--- src/hw/rtl/mmp_pkg.sv ---
// Shared types and constants for the MIDI message parser.
`default_nettype none

package mmp_pkg;

    // Parser phase, one code per expected byte of a message
    typedef enum logic [3:0] {
        PH_STATUS   = 4'd0,
        PH_ON_KEY   = 4'd1,
        PH_OFF_KEY  = 4'd2,
        PH_CTL_NUM  = 4'd3,
        PH_ON_VEL   = 4'd4,
        PH_OFF_VEL  = 4'd5,
        PH_PATCH    = 4'd6,
        PH_VOLUME   = 4'd7,
        PH_MODAMT   = 4'd8,
        PH_TAU      = 4'd9,
        PH_BEND_LO  = 4'd10,
        PH_BEND_HI  = 4'd11,
        PH_MODULATE = 4'd12,
        PH_SKIP     = 4'd13
    } mmp_phase_t;

    // Event kinds reported on the result stream
    typedef enum logic [2:0] {
        EV_NOTE_ON  = 3'd0,
        EV_NOTE_OFF = 3'd1,
        EV_PATCH    = 3'd2,
        EV_VOLUME   = 3'd3,
        EV_TAU      = 3'd4,
        EV_MODAMT   = 3'd5,
        EV_MODULATE = 3'd6,
        EV_BEND     = 3'd7
    } mmp_event_kind_t;

    // Register index (byte address / 4)
    typedef enum logic [2:0] {
        REG_CODE_NOTE_ON   = 3'd0,
        REG_CODE_NOTE_OFF  = 3'd1,
        REG_CODE_CONTROL   = 3'd2,
        REG_CODE_BEND      = 3'd3,
        REG_CTL_PATCH      = 3'd4,
        REG_CTL_TAU        = 3'd5,
        REG_CTL_MOD_AMOUNT = 3'd6,
        REG_CTL_VOLUME     = 3'd7
    } mmp_reg_idx_t;

    localparam int unsigned PADDR_W = 5;
    localparam int unsigned PDATA_W = 32;

    localparam logic [7:0] CODE_NOTE_ON_RST   = 8'd144;
    localparam logic [7:0] CODE_NOTE_OFF_RST  = 8'd128;
    localparam logic [7:0] CODE_CONTROL_RST   = 8'd176;
    localparam logic [7:0] CODE_BEND_RST      = 8'd224;
    localparam logic [7:0] CTL_PATCH_RST      = 8'd74;
    localparam logic [7:0] CTL_TAU_RST        = 8'd75;
    localparam logic [7:0] CTL_MOD_AMOUNT_RST = 8'd76;
    localparam logic [7:0] CTL_VOLUME_RST     = 8'd7;
    localparam logic [7:0] PATCH_RST          = 8'd60;
    localparam logic [7:0] TAU_RST            = 8'd0;

    typedef struct packed {
        logic [7:0] code_note_on;
        logic [7:0] code_note_off;
        logic [7:0] code_control;
        logic [7:0] code_bend;
        logic [7:0] ctl_patch;
        logic [7:0] ctl_tau;
        logic [7:0] ctl_mod_amount;
        logic [7:0] ctl_volume;
    } mmp_cfg_t;

    typedef struct packed {
        logic            emit;
        mmp_event_kind_t kind;
        logic [7:0]      key;
        logic [7:0]      amount;
        logic [14:0]     bend;
        logic [7:0]      patch_now;
        logic [7:0]      tau_now;
    } mmp_event_t;

endpackage

`default_nettype wire

--- src/hw/rtl/mmp_cfg_regs.sv ---
// APB register file holding the status codes and controller numbers.
`default_nettype none

module mmp_cfg_regs (
    input  wire logic                          clk,
    input  wire logic                          rst_n,
    input  wire logic                          psel,
    input  wire logic                          penable,
    input  wire logic                          pwrite,
    input  wire logic [mmp_pkg::PADDR_W-1:0]   paddr,
    input  wire logic [mmp_pkg::PDATA_W-1:0]   pwdata,
    output logic      [mmp_pkg::PDATA_W-1:0]   prdata,
    output logic                               pready,
    output mmp_pkg::mmp_cfg_t                  cfg
);
    import mmp_pkg::*;

    mmp_cfg_t     cfg_reg;
    mmp_reg_idx_t idx;
    logic         wr_en;
    logic [7:0]   rd_byte;

    assign pready = 1'b1;
    assign wr_en  = psel && penable && pwrite && pready;
    assign idx    = mmp_reg_idx_t'(paddr[PADDR_W-1:2]);
    assign cfg    = cfg_reg;

    always_ff @(posedge clk or negedge rst_n)
    begin
        if (!rst_n)
        begin
            cfg_reg.code_note_on   <= CODE_NOTE_ON_RST;
            cfg_reg.code_note_off  <= CODE_NOTE_OFF_RST;
            cfg_reg.code_control   <= CODE_CONTROL_RST;
            cfg_reg.code_bend      <= CODE_BEND_RST;
            cfg_reg.ctl_patch      <= CTL_PATCH_RST;
            cfg_reg.ctl_tau        <= CTL_TAU_RST;
            cfg_reg.ctl_mod_amount <= CTL_MOD_AMOUNT_RST;
            cfg_reg.ctl_volume     <= CTL_VOLUME_RST;
        end
        else if (wr_en)
        begin
            unique case (idx)
                REG_CODE_NOTE_ON:   cfg_reg.code_note_on   <= pwdata[7:0];
                REG_CODE_NOTE_OFF:  cfg_reg.code_note_off  <= pwdata[7:0];
                REG_CODE_CONTROL:   cfg_reg.code_control   <= pwdata[7:0];
                REG_CODE_BEND:      cfg_reg.code_bend      <= pwdata[7:0];
                REG_CTL_PATCH:      cfg_reg.ctl_patch      <= pwdata[7:0];
                REG_CTL_TAU:        cfg_reg.ctl_tau        <= pwdata[7:0];
                REG_CTL_MOD_AMOUNT: cfg_reg.ctl_mod_amount <= pwdata[7:0];
                REG_CTL_VOLUME:     cfg_reg.ctl_volume     <= pwdata[7:0];
                default:            ;
            endcase
        end
    end

    always_comb
    begin
        unique case (idx)
            REG_CODE_NOTE_ON:   rd_byte = cfg_reg.code_note_on;
            REG_CODE_NOTE_OFF:  rd_byte = cfg_reg.code_note_off;
            REG_CODE_CONTROL:   rd_byte = cfg_reg.code_control;
            REG_CODE_BEND:      rd_byte = cfg_reg.code_bend;
            REG_CTL_PATCH:      rd_byte = cfg_reg.ctl_patch;
            REG_CTL_TAU:        rd_byte = cfg_reg.ctl_tau;
            REG_CTL_MOD_AMOUNT: rd_byte = cfg_reg.ctl_mod_amount;
            REG_CTL_VOLUME:     rd_byte = cfg_reg.ctl_volume;
            default:            rd_byte = '0;
        endcase
    end

    assign prdata = {{(PDATA_W-8){1'b0}}, rd_byte};

endmodule

`default_nettype wire

--- src/hw/rtl/mmp_parser.sv ---
// Message state machine: phase, held bytes and stored patch/tau.
`default_nettype none

module mmp_parser #(
    parameter int unsigned CTL_MODULATE = 77
) (
    input  wire logic                 clk,
    input  wire logic                 rst_n,
    input  wire logic                 step,
    input  wire logic [7:0]           rx_byte,
    input  wire mmp_pkg::mmp_cfg_t    cfg,
    output mmp_pkg::mmp_event_t       ev
);
    import mmp_pkg::*;

    mmp_phase_t phase_reg, phase_next;
    logic [7:0] held_key_reg, held_key_next;
    logic [7:0] bend_low_reg, bend_low_next;
    logic [7:0] patch_reg, patch_next;
    logic [7:0] tau_reg, tau_next;
    logic [7:0] ctl_modulate;

    assign ctl_modulate = CTL_MODULATE[7:0];

    always_ff @(posedge clk or negedge rst_n)
    begin
        if (!rst_n)
        begin
            phase_reg    <= PH_STATUS;
            held_key_reg <= '0;
            bend_low_reg <= '0;
            patch_reg    <= PATCH_RST;
            tau_reg      <= TAU_RST;
        end
        else if (step)
        begin
            phase_reg    <= phase_next;
            held_key_reg <= held_key_next;
            bend_low_reg <= bend_low_next;
            patch_reg    <= patch_next;
            tau_reg      <= tau_next;
        end
    end

    // Next phase
    always_comb
    begin
        unique case (phase_reg) inside
            PH_ON_KEY:  phase_next = PH_ON_VEL;
            PH_OFF_KEY: phase_next = PH_OFF_VEL;
            PH_CTL_NUM:
            begin
                // earlier controller numbers win on a tie
                if (rx_byte == cfg.ctl_patch)           phase_next = PH_PATCH;
                else if (rx_byte == cfg.ctl_tau)        phase_next = PH_TAU;
                else if (rx_byte == cfg.ctl_mod_amount) phase_next = PH_MODAMT;
                else if (rx_byte == cfg.ctl_volume)     phase_next = PH_VOLUME;
                else if (rx_byte == ctl_modulate)       phase_next = PH_MODULATE;
                else                                    phase_next = PH_SKIP;
            end
            PH_BEND_LO: phase_next = PH_BEND_HI;
            PH_ON_VEL, PH_OFF_VEL, PH_SKIP, PH_PATCH, PH_VOLUME, PH_TAU,
            PH_MODAMT, PH_MODULATE, PH_BEND_HI:
                phase_next = PH_STATUS;
            default:
            begin
                // status byte; unused codes behave the same
                if (rx_byte == cfg.code_note_on)       phase_next = PH_ON_KEY;
                else if (rx_byte == cfg.code_note_off) phase_next = PH_OFF_KEY;
                else if (rx_byte == cfg.code_control)  phase_next = PH_CTL_NUM;
                else if (rx_byte == cfg.code_bend)     phase_next = PH_BEND_LO;
                else                                   phase_next = PH_SKIP;
            end
        endcase
    end

    // Event and data updates
    always_comb
    begin
        held_key_next = held_key_reg;
        bend_low_next = bend_low_reg;
        patch_next    = patch_reg;
        tau_next      = tau_reg;
        ev.emit       = 1'b0;
        ev.kind       = EV_NOTE_ON;
        ev.key        = '0;
        ev.amount     = '0;
        ev.bend       = '0;
        unique case (phase_reg)
            PH_ON_KEY:  held_key_next = rx_byte;
            PH_OFF_KEY:
            begin
                ev.emit = 1'b1;
                ev.kind = EV_NOTE_OFF;
                ev.key  = rx_byte;
            end
            PH_ON_VEL:
            begin
                ev.emit   = 1'b1;
                ev.kind   = EV_NOTE_ON;
                ev.key    = held_key_reg;
                ev.amount = rx_byte;
            end
            PH_PATCH:
            begin
                patch_next = rx_byte;
                ev.emit    = 1'b1;
                ev.kind    = EV_PATCH;
                ev.amount  = rx_byte;
            end
            PH_VOLUME:
            begin
                ev.emit   = 1'b1;
                ev.kind   = EV_VOLUME;
                ev.amount = rx_byte;
            end
            PH_TAU:
            begin
                tau_next  = rx_byte;
                ev.emit   = 1'b1;
                ev.kind   = EV_TAU;
                ev.amount = rx_byte;
            end
            PH_MODAMT:
            begin
                ev.emit   = 1'b1;
                ev.kind   = EV_MODAMT;
                ev.amount = rx_byte;
            end
            PH_MODULATE:
            begin
                ev.emit   = 1'b1;
                ev.kind   = EV_MODULATE;
                ev.amount = rx_byte;
            end
            PH_BEND_LO: bend_low_next = rx_byte;
            PH_BEND_HI:
            begin
                // bit 0 of the high byte overlaps bit 7 of the low byte
                ev.emit = 1'b1;
                ev.kind = EV_BEND;
                ev.bend = {rx_byte, 7'b0} | {7'b0, bend_low_reg};
            end
            default: ;
        endcase
        ev.patch_now = patch_next;
        ev.tau_now   = tau_next;
    end

endmodule

`default_nettype wire

--- src/hw/rtl/midi_message_parser_top.sv ---
// Top level of the MIDI message parser: stream ports, pipeline registers, APB port.
// An accepted byte waits in the input register; its event is then registered for m_tvalid.
// Throughput: one byte per cycle unless the output stalls; one phase update per byte.
// The input register and the result register each hold one item; both advance together
// whenever the result register is empty or being taken, so a stalled output costs no bubble.
// Reset (rst_n, async, low): phase waits for a status byte, patch 60, tau 0, codes default.
`default_nettype none

module midi_message_parser_top #(
    parameter int unsigned CTL_MODULATE = 77
) (
    input  wire logic                        clk,
    input  wire logic                        rst_n,
    // input stream
    input  wire logic                        s_tvalid,
    output logic                             s_tready,
    input  wire logic [7:0]                  s_tdata,   // [7:0] rx_byte
    // result stream
    output logic                             m_tvalid,
    input  wire logic                        m_tready,
    // [7:0] key, [15:8] amount, [30:16] bend, [38:31] patch_now, [46:39] tau_now, pad
    output logic [47:0]                      m_tdata,
    output logic [2:0]                       m_tuser,   // [2:0] event_kind
    // configuration
    input  wire logic                        psel,
    input  wire logic                        penable,
    input  wire logic                        pwrite,
    input  wire logic [mmp_pkg::PADDR_W-1:0] paddr,
    input  wire logic [mmp_pkg::PDATA_W-1:0] pwdata,
    output logic      [mmp_pkg::PDATA_W-1:0] prdata,
    output logic                             pready
);
    import mmp_pkg::*;

    mmp_cfg_t   cfg;
    mmp_event_t ev;

    // input register
    logic       in_valid_reg;
    logic [7:0] in_byte_reg;

    // result register
    logic       out_valid_reg;
    mmp_event_t out_ev_reg;

    logic out_free;   // result register can take a new value this cycle
    logic proc;       // the held byte is parsed this cycle

    assign out_free = !out_valid_reg || m_tready;
    assign proc     = in_valid_reg && out_free;
    assign s_tready = !in_valid_reg || out_free;

    mmp_cfg_regs u_cfg (
        .clk     (clk),
        .rst_n   (rst_n),
        .psel    (psel),
        .penable (penable),
        .pwrite  (pwrite),
        .paddr   (paddr),
        .pwdata  (pwdata),
        .prdata  (prdata),
        .pready  (pready),
        .cfg     (cfg)
    );

    mmp_parser #(
        .CTL_MODULATE (CTL_MODULATE)
    ) u_parser (
        .clk     (clk),
        .rst_n   (rst_n),
        .step    (proc),
        .rx_byte (in_byte_reg),
        .cfg     (cfg),
        .ev      (ev)
    );

    // Input stage: refills whenever the held byte moves on (or none is held).
    always_ff @(posedge clk or negedge rst_n)
    begin
        if (!rst_n)
        begin
            in_valid_reg <= 1'b0;
        end
        else if (s_tready)
        begin
            in_valid_reg <= s_tvalid;
        end
    end

    always_ff @(posedge clk)
    begin
        if (s_tready && s_tvalid)
        begin
            in_byte_reg <= s_tdata;
        end
    end

    // Result stage: bytes that produce no event leave it empty.
    always_ff @(posedge clk or negedge rst_n)
    begin
        if (!rst_n)
        begin
            out_valid_reg <= 1'b0;
        end
        else if (out_free)
        begin
            out_valid_reg <= proc && ev.emit;
        end
    end

    always_ff @(posedge clk)
    begin
        if (proc && ev.emit)
        begin
            out_ev_reg <= ev;
        end
    end

    assign m_tvalid = out_valid_reg;
    assign m_tuser  = out_ev_reg.kind;
    assign m_tdata  = {1'b0, out_ev_reg.tau_now, out_ev_reg.patch_now, out_ev_reg.bend,
                       out_ev_reg.amount, out_ev_reg.key};

endmodule

`default_nettype wire
--- config.mk ---
export PLATFORM = sky130hd
export DESIGN_NAME = midi_message_parser_top
export DESIGN_NICKNAME = d
export VERILOG_FILES = /design/src/hw/rtl/mmp_pkg.sv /design/src/hw/rtl/mmp_cfg_regs.sv /design/src/hw/rtl/mmp_parser.sv /design/src/hw/rtl/midi_message_parser_top.sv
export SDC_FILE = /design/constraint.sdc
export NUM_CORES = 1
export LEC_CHECK = 0
export BUFFER_PORTS_ARGS = -buffer_cell sky130_fd_sc_hd__clkbuf_2
export CORE_MARGIN = 8
export CORE_UTILIZATION = 36
export DETAILED_ROUTE_END_ITERATION = 16
export GPL_TIMING_DRIVEN = 0
export PLACE_DENSITY_LB_ADDON = 0.1
export SYNTH_ARGS = -nofsm -noshare
export SYNTH_HDL_FRONTEND = slang
export SYNTH_SLANG_ARGS = --single-unit
export TNS_END_PERCENT = 10
--- constraint.sdc ---
create_clock -name clk -period 4.3 [get_ports clk]
set_input_delay 0 -clock clk [delete_from_list [all_inputs] [get_ports clk]]
set_output_delay 0 -clock clk [all_outputs]
set_load 0.05 [all_outputs]
# Yosys cells after proc, flatten, opt, wreduce, memory -nomap -nowiden
# Index checks and enable logic that the tools add are counted.
# classes
n_mux,15
eq_ne,29
bitwise,1
n_reduce_logical,22
# ops
op,count
== test 8 bit,8
case mux 8 bit (8 select lines),1
case mux 4 bit (8 select lines),1
2-to-1 mux 4 bit,7
"== test 4 bit, second input constant",6
case mux 4 bit (5 select lines),1
AND reduction 2 bit,10
"== test 4 x 3 -> 1 bit, second input constant",4
2-to-1 mux 8 bit,2
case mux 8 bit (2 select lines),1
bitwise OR 15 x 8 -> 15 bit,1
"== test 3 bit, second input constant",4
OR reduction 9 bit,1
"== test 4 x 2 -> 1 bit, second input constant",2
"== test 8 x 7 -> 1 bit, second input constant",1
"== test 3 x 2 -> 1 bit, second input constant",2
OR reduction 6 bit,1
logical AND 1 bit,5
"== test 4 x 1 -> 1 bit, second input constant",1
"== test 3 x 1 -> 1 bit, second input constant",1
zero test 3 bit,1
2-to-1 mux 3 bit,1
zero test 1 bit,2
logical OR 1 bit,2
2-to-1 mux 1 bit,1
# word_totals
register_bits,160
in_bits,52
word_cells,89
out_inout_bits,86

# Depth between registers and ports, before layout
# logic_depth
depth_word,7
mapped_depth,8
mapped_depth_nobuf,6

# Modules after synthesis
# From an unflattened synthesis, not the netlist that was laid out.
# hier_totals
hier_cells,608
hier_area_um2,8102.8
# by_module_without_submodules
mod,seq_area_each_um2,cells_per_inst,area_each_um2,n_inst
mmp_cfg_regs,1629.1,245,3239.4,1
mmp_parser,905.9,293,2999.1,1
midi_message_parser_top,1791.7,70,1864.3,1

# Least setup slack after synthesis
# OpenSTA, ideal clock, no wires.
# synth_timing
path_type,reg2reg
start,reg u_parser.phase_reg[2]
end,"reg out_ev_reg (netlist bit m_tdata[0]), enable pin"
slack_ns,0.261
arrival_ns,3.549
required_time_ns,3.810
setup_time_ns,0.490
path_stages_with_launch,4
n_path_buf,1
path_cell_list,dfrtp_1 > clkbuf_1 > o21ai_0 > a31oi_1
# synth_between
elab_chain_len,3
elab_cells_between_ends,10
# synth_rtl
item,line,source
from (decl),mmp_parser.sv:16,"mmp_phase_t phase_reg, phase_next;"
from (signal assigned),mmp_parser.sv:37,phase_reg <= phase_next;
== test 4 bit (tied with other cells),mmp_parser.sv:89,unique case (phase_reg)
case mux 4 bit (8 select lines) *,mmp_parser.sv:89,
logical AND 1 bit *,midi_message_parser_top.sv:113,if (proc && ev.emit)
to (signal assigned),midi_message_parser_top.sv:115,out_ev_reg <= ev;
to (decl),midi_message_parser_top.sv:44,mmp_event_t out_ev_reg;
# Every way passes the cells marked *; elsewhere a longest branch is shown, timed or not.
# A chain may end at the register's enable or synchronous reset.

# Final worst setup path
# layout_timing
start,reg u_parser.phase_reg[0]
end,"reg out_ev_reg (netlist bit m_tdata[16]), enable pin"
# The elaborated chain is that of the path after synthesis.

==> impl_summary.txt <==
----------------------------------------------------
[Power and ir drop]
  Peak supply drop ... approximately 260 uV
  Sequential share of power ... 40.2%
  Static Leakage ... approximately 4.3 nW
  Power density of the placed cells ... around 570 mW/mm^2
  P_sw ... roughly 2.1 mW
  Clock network power share ... between 20% and 30%
  Switching power share of the total ... ~37%
  Power share of the combinational group ... 33.0%
  Internal power of the cells ... between 3 and 4 mW

[STA]
  Transition at the pin with the smallest max-transition slack ... ~0.95 ns
  Upper clock frequency limit ... roughly 420 MHz
  Setup-violating endpoint count in the final report ... 0
  Slew Limit Fails ... 0
  Final-report hold violation count ... 0
  Tightest hold margin ... approximately 0.17 ns
  Final critical path time including I/O delays and setup ... around 2.4 ns
  Slew margin rel. ... between 30 and 40%
  Setup repair after global routing missed its margin ... false
  Clock Skews ... between 0.01 and 0.015 ns
  Final worst path period share ... about 56%

[Synth]
  Compound-Gate Fraction of Synth Area ... approximately 5.4%
  Post-synthesis cell type with the largest combined area ... sky130_fd_sc_hd__dfrtp_1
  Top cells by area in the synthesized netlist ... sky130_fd_sc_hd__dfrtp_1 23%, sky130_fd_sc_hd__edfxtp_1 21%, sky130_fd_sc_hd__dfstp_2 8.4%
  Syn. warnings ... 0
  Xor and xnor area share after synthesis ... between 6 and 7%
  Average footprint of a synthesized cell ... around 12 um^2
  Number of enable-type register cells in the synthesized netlist ... 58
  Synthesized flop and latch total ... 160
  Adder-cell share of the synthesized area ... 0%
  Area fraction in and, or, nand and nor cells after synthesis ... between 10% and 20%
  Top_reg_cell synth ... sky130_fd_sc_hd__dfrtp_1
  Main combinational cell family by area after synthesis ... multiplexers
  Most frequently used cell type in the post-synthesis netlist ... sky130_fd_sc_hd__dfrtp_1
  Number of distinct library cell variants in the gate-level netlist after synthesis ... between 60 and 70
  Share of synthesized area spent on multiplexers ... 15.9%
  Sequential area share after synthesis ... 53.2%
  Summed instance area of the synthesized netlist ... between 0.008 and 0.009 mm^2
  Fraction of registers with async set or reset after synthesis ... between 60% and 70%
  Post-synth top area share ... 23.4%
  Most numerous cell types in the synthesized netlist ... 76 x sky130_fd_sc_hd__dfrtp_1, 72 x sky130_fd_sc_hd__nand2_1, 58 x sky130_fd_sc_hd__edfxtp_1
  Cells after Synth ... between 600 and 700

[CTS]
  # resized after CTS ... 0
  Clock latency on the worst-skew pair ... ~0.43 ns
  Maximum number of buffers from clock root to sink ... 2
  CTS tree ... built
  H-tree depth ... 4
  Number of buffers added for setup after CTS ... 0
  Clock sink total ... 160
  Number of buffers added to fix hold violations after cts ... 20
  Clock Tree Root ... sky130_fd_sc_hd__clkbuf_16
  Clock-pin slew of the registers on the worst-case setup and hold paths ... approximately 0.070 ns
  Clock buffer count from CTS ... 17

[Setup path]
  Crit start category ... flop
  Critical-path top delay cell ... sky130_fd_sc_hd__a31oi_4
  Worst Path Required ... between 4 and 5 ns
  Number of buffers and inverters on the critical path ... 2
  Largest delay share family, worst path ... compound AO/OA/AOI/OAI gates
  Largest stage delay, worst path ... ~0.8 ns
  Data arrival, critical path ... ~2.5 ns
  Critical path peak fanout ... 27
  Type of the setup path with the least slack ... flop to flop
  Critical Path End Type ... flop
  Cells traversed along the worst timing path ... clkbuf_1 > nand3b_1 > a31oi_4 > buf_16

[Final layout]
  Fin nets ... roughly 850
  Area growth from synthesis to layout ... 20.9%
  N_diodes ... 0
  Final std cells w/o fill ... between 1000 and 1500
  Flip-flop count of the largest register after layout ... 64
  Fraction of final layout cells sized beyond drive strength 1 ... 36.0%
  Fillers ... ~2100

[Place]
  GPL Wtd Cong ... 0.857
  Placed wire-length estimate ... 15.0 mm
  Post-Place Cells ... 1048
  Port buffer count ... between 80 and 90

[Floorplan]
  I/O pin count ... around 140
  Chip width ... about 170 um
  Height of the die ... between 150 and 200 um
  Starting density of the core ... 36.3%
  Placeable core region ... around 0.022 mm^2
  Die Outline Area ... 0.0276 mm^2
  Rows ... 55

[Routing]
  Drt first pass iters ... 5
  Met3 Routed Length ... between 700 and 800 um
  Per-cell via count in the routed design ... between 4 and 5
  Routed wirelength normalized by instance count ... between 15 and 20 um
  Wl on met1 ... approximately 9 mm
  Count of unresolved DRC violations after routing ... 0
  Number of vias after detailed routing ... between 5000 and 6000
  Met2 wire len ... a little over 10 mm
  Top routing layer in use ... met4
  Number of nets with antenna violations after routing ... 0
  Number of DRC markers in iteration 0 ... 279
  Routed Wire Length ... 20.4 mm

[Flow run]
  Max-cap viol count ... 0

[Global route]
  Total congestion overflow ... 0
  Pin count of the biggest net entering global routing ... slightly above 100
  First-pass GRT wire length ... roughly 33 mm
  Number of antenna violations at the first check in global routing ... 0
  Number of global-route vias before repair ... between 5000 and 6000
  Overall track demand over capacity in global routing ... ~15%

[Run status]
  Run status ... complete, no violations

[Worst hold path]
  Path class of the lowest-slack min-delay path ... primary input to async pin

----------------------------------------------------
[stage by stage]
step / instance area, um^2 / utilization (%) / power [mW] / TNS (ns) / setup WS [ns]
finish: 9820 / 43.9 / 5.62 / 0 / 1.90
global route: 9820 / 43.9 / 5.90 / 0 / 1.68
CTS: 9820 / 43.9 / 5.68 / 0 / 1.87
detailed placement: 9040 / 40.4 / 4.15 / 0 / 1.86
global placement: 8990 / 40.2 / 4.10 / -48.16 / -0.954
floorplan: 8220 / - / 3.67 / 0 / 0.261
[layout make-up]
cell class | count | area [um^2] | area share, %
well taps | 285 | 357 | 3.63
flip-flops and latches | 160 | 4330 | 44.0
clock buffers | 21 | 450 | 4.58
repair buffers | 105 | 657 | 6.69
multi-input cells | 446 | 3400 | 34.7
clock inverters | 11 | 130 | 1.32
plain buffers | 65 | 473 | 4.81
inverters | 7 | 26.3 | 0.267
[layout by cell type (no fill, tap or decap), types with 4 or more instances in the layout]
cell	count
sky130_fd_sc_hd__buf_6	13
sky130_fd_sc_hd__inv_6	4
sky130_fd_sc_hd__nand2_1	72
sky130_fd_sc_hd__nor2b_1	5
sky130_fd_sc_hd__a21oi_1	9
sky130_fd_sc_hd__nand4_1	9
sky130_fd_sc_hd__dfrtp_1	76
sky130_fd_sc_hd__buf_2	12
sky130_fd_sc_hd__mux2_2	57
sky130_fd_sc_hd__xnor2_1	24
sky130_fd_sc_hd__nor2_1	31
sky130_fd_sc_hd__conb_1	26
sky130_fd_sc_hd__clkbuf_16	17
sky130_fd_sc_hd__and2_1	24
sky130_fd_sc_hd__mux4_2	4
sky130_fd_sc_hd__inv_1	6
sky130_fd_sc_hd__mux2_4	16
sky130_fd_sc_hd__clkbuf_2	83
sky130_fd_sc_hd__xor2_1	40
sky130_fd_sc_hd__dlygate4sd3_1	20
sky130_fd_sc_hd__nor4_1	7
sky130_fd_sc_hd__clkbuf_1	13
sky130_fd_sc_hd__nor2_2	5
sky130_fd_sc_hd__o21ai_0	11
sky130_fd_sc_hd__mux2_1	23
sky130_fd_sc_hd__mux2i_1	6
sky130_fd_sc_hd__nand2b_1	7
sky130_fd_sc_hd__buf_4	28
sky130_fd_sc_hd__a22oi_1	8
sky130_fd_sc_hd__edfxtp_1	58
sky130_fd_sc_hd__nand3_1	9
sky130_fd_sc_hd__dfstp_2	26
[cells by family (layout without fill, tap and decap cells)]
| family | count (synthesis) | count (layout) |
|---|---|---|
| simple gates | 189 | 189 |
| xor+xnor | 64 | 64 |
| flops | 160 | 160 |
| buf+inv | 72 | 209 |
| other cells | 2 | 26 |
| compound gates | 61 | 61 |
| mux | 106 | 106 |
[power by group through the flow]
stage | sequential [mW] | clock, mW | combinational, mW
2_1_floorplan | 2.73 | 0 | 0.940
3_3_place_gp | 2.30 | 0 | 1.80
3_5_place_dp | 2.29 | 0 | 1.86
4_1_cts | 2.26 | 1.54 | 1.88
5_1_grt | 2.30 | 1.60 | 2.00
6_report | 2.26 | 1.51 | 1.85
[metal layers]
layer | GRT usage (%) | vias up
met1 | 19.2 | 2684
met4 | 4.39 | 0
met5 | 0 | -
met3 | 3.38 | 21
li1 | - | 2553
met2 | 25.5 | 111
[path summary, 6_finish.rpt]
path / startpoint / to / slack [ns] / cells after the start
min: rst_n / u_cfg.cfg[4] / 0.17 / 2
min in group clk: paddr[4] / u_cfg.cfg[29] / 0.17 / 5
max in group asynchronous: rst_n / u_cfg.cfg[32] / 3.42 / 2
max: u_parser.phase_reg[0] / m_tdata[16] / 1.90 / 4
max reg2reg: u_parser.phase_reg[0] / m_tdata[16] / 1.90 / 4
min reg2reg: u_parser.patch_reg[2] / u_parser.patch_reg[2] / 0.46 / 2
Power figures use the tool's default switching activity.
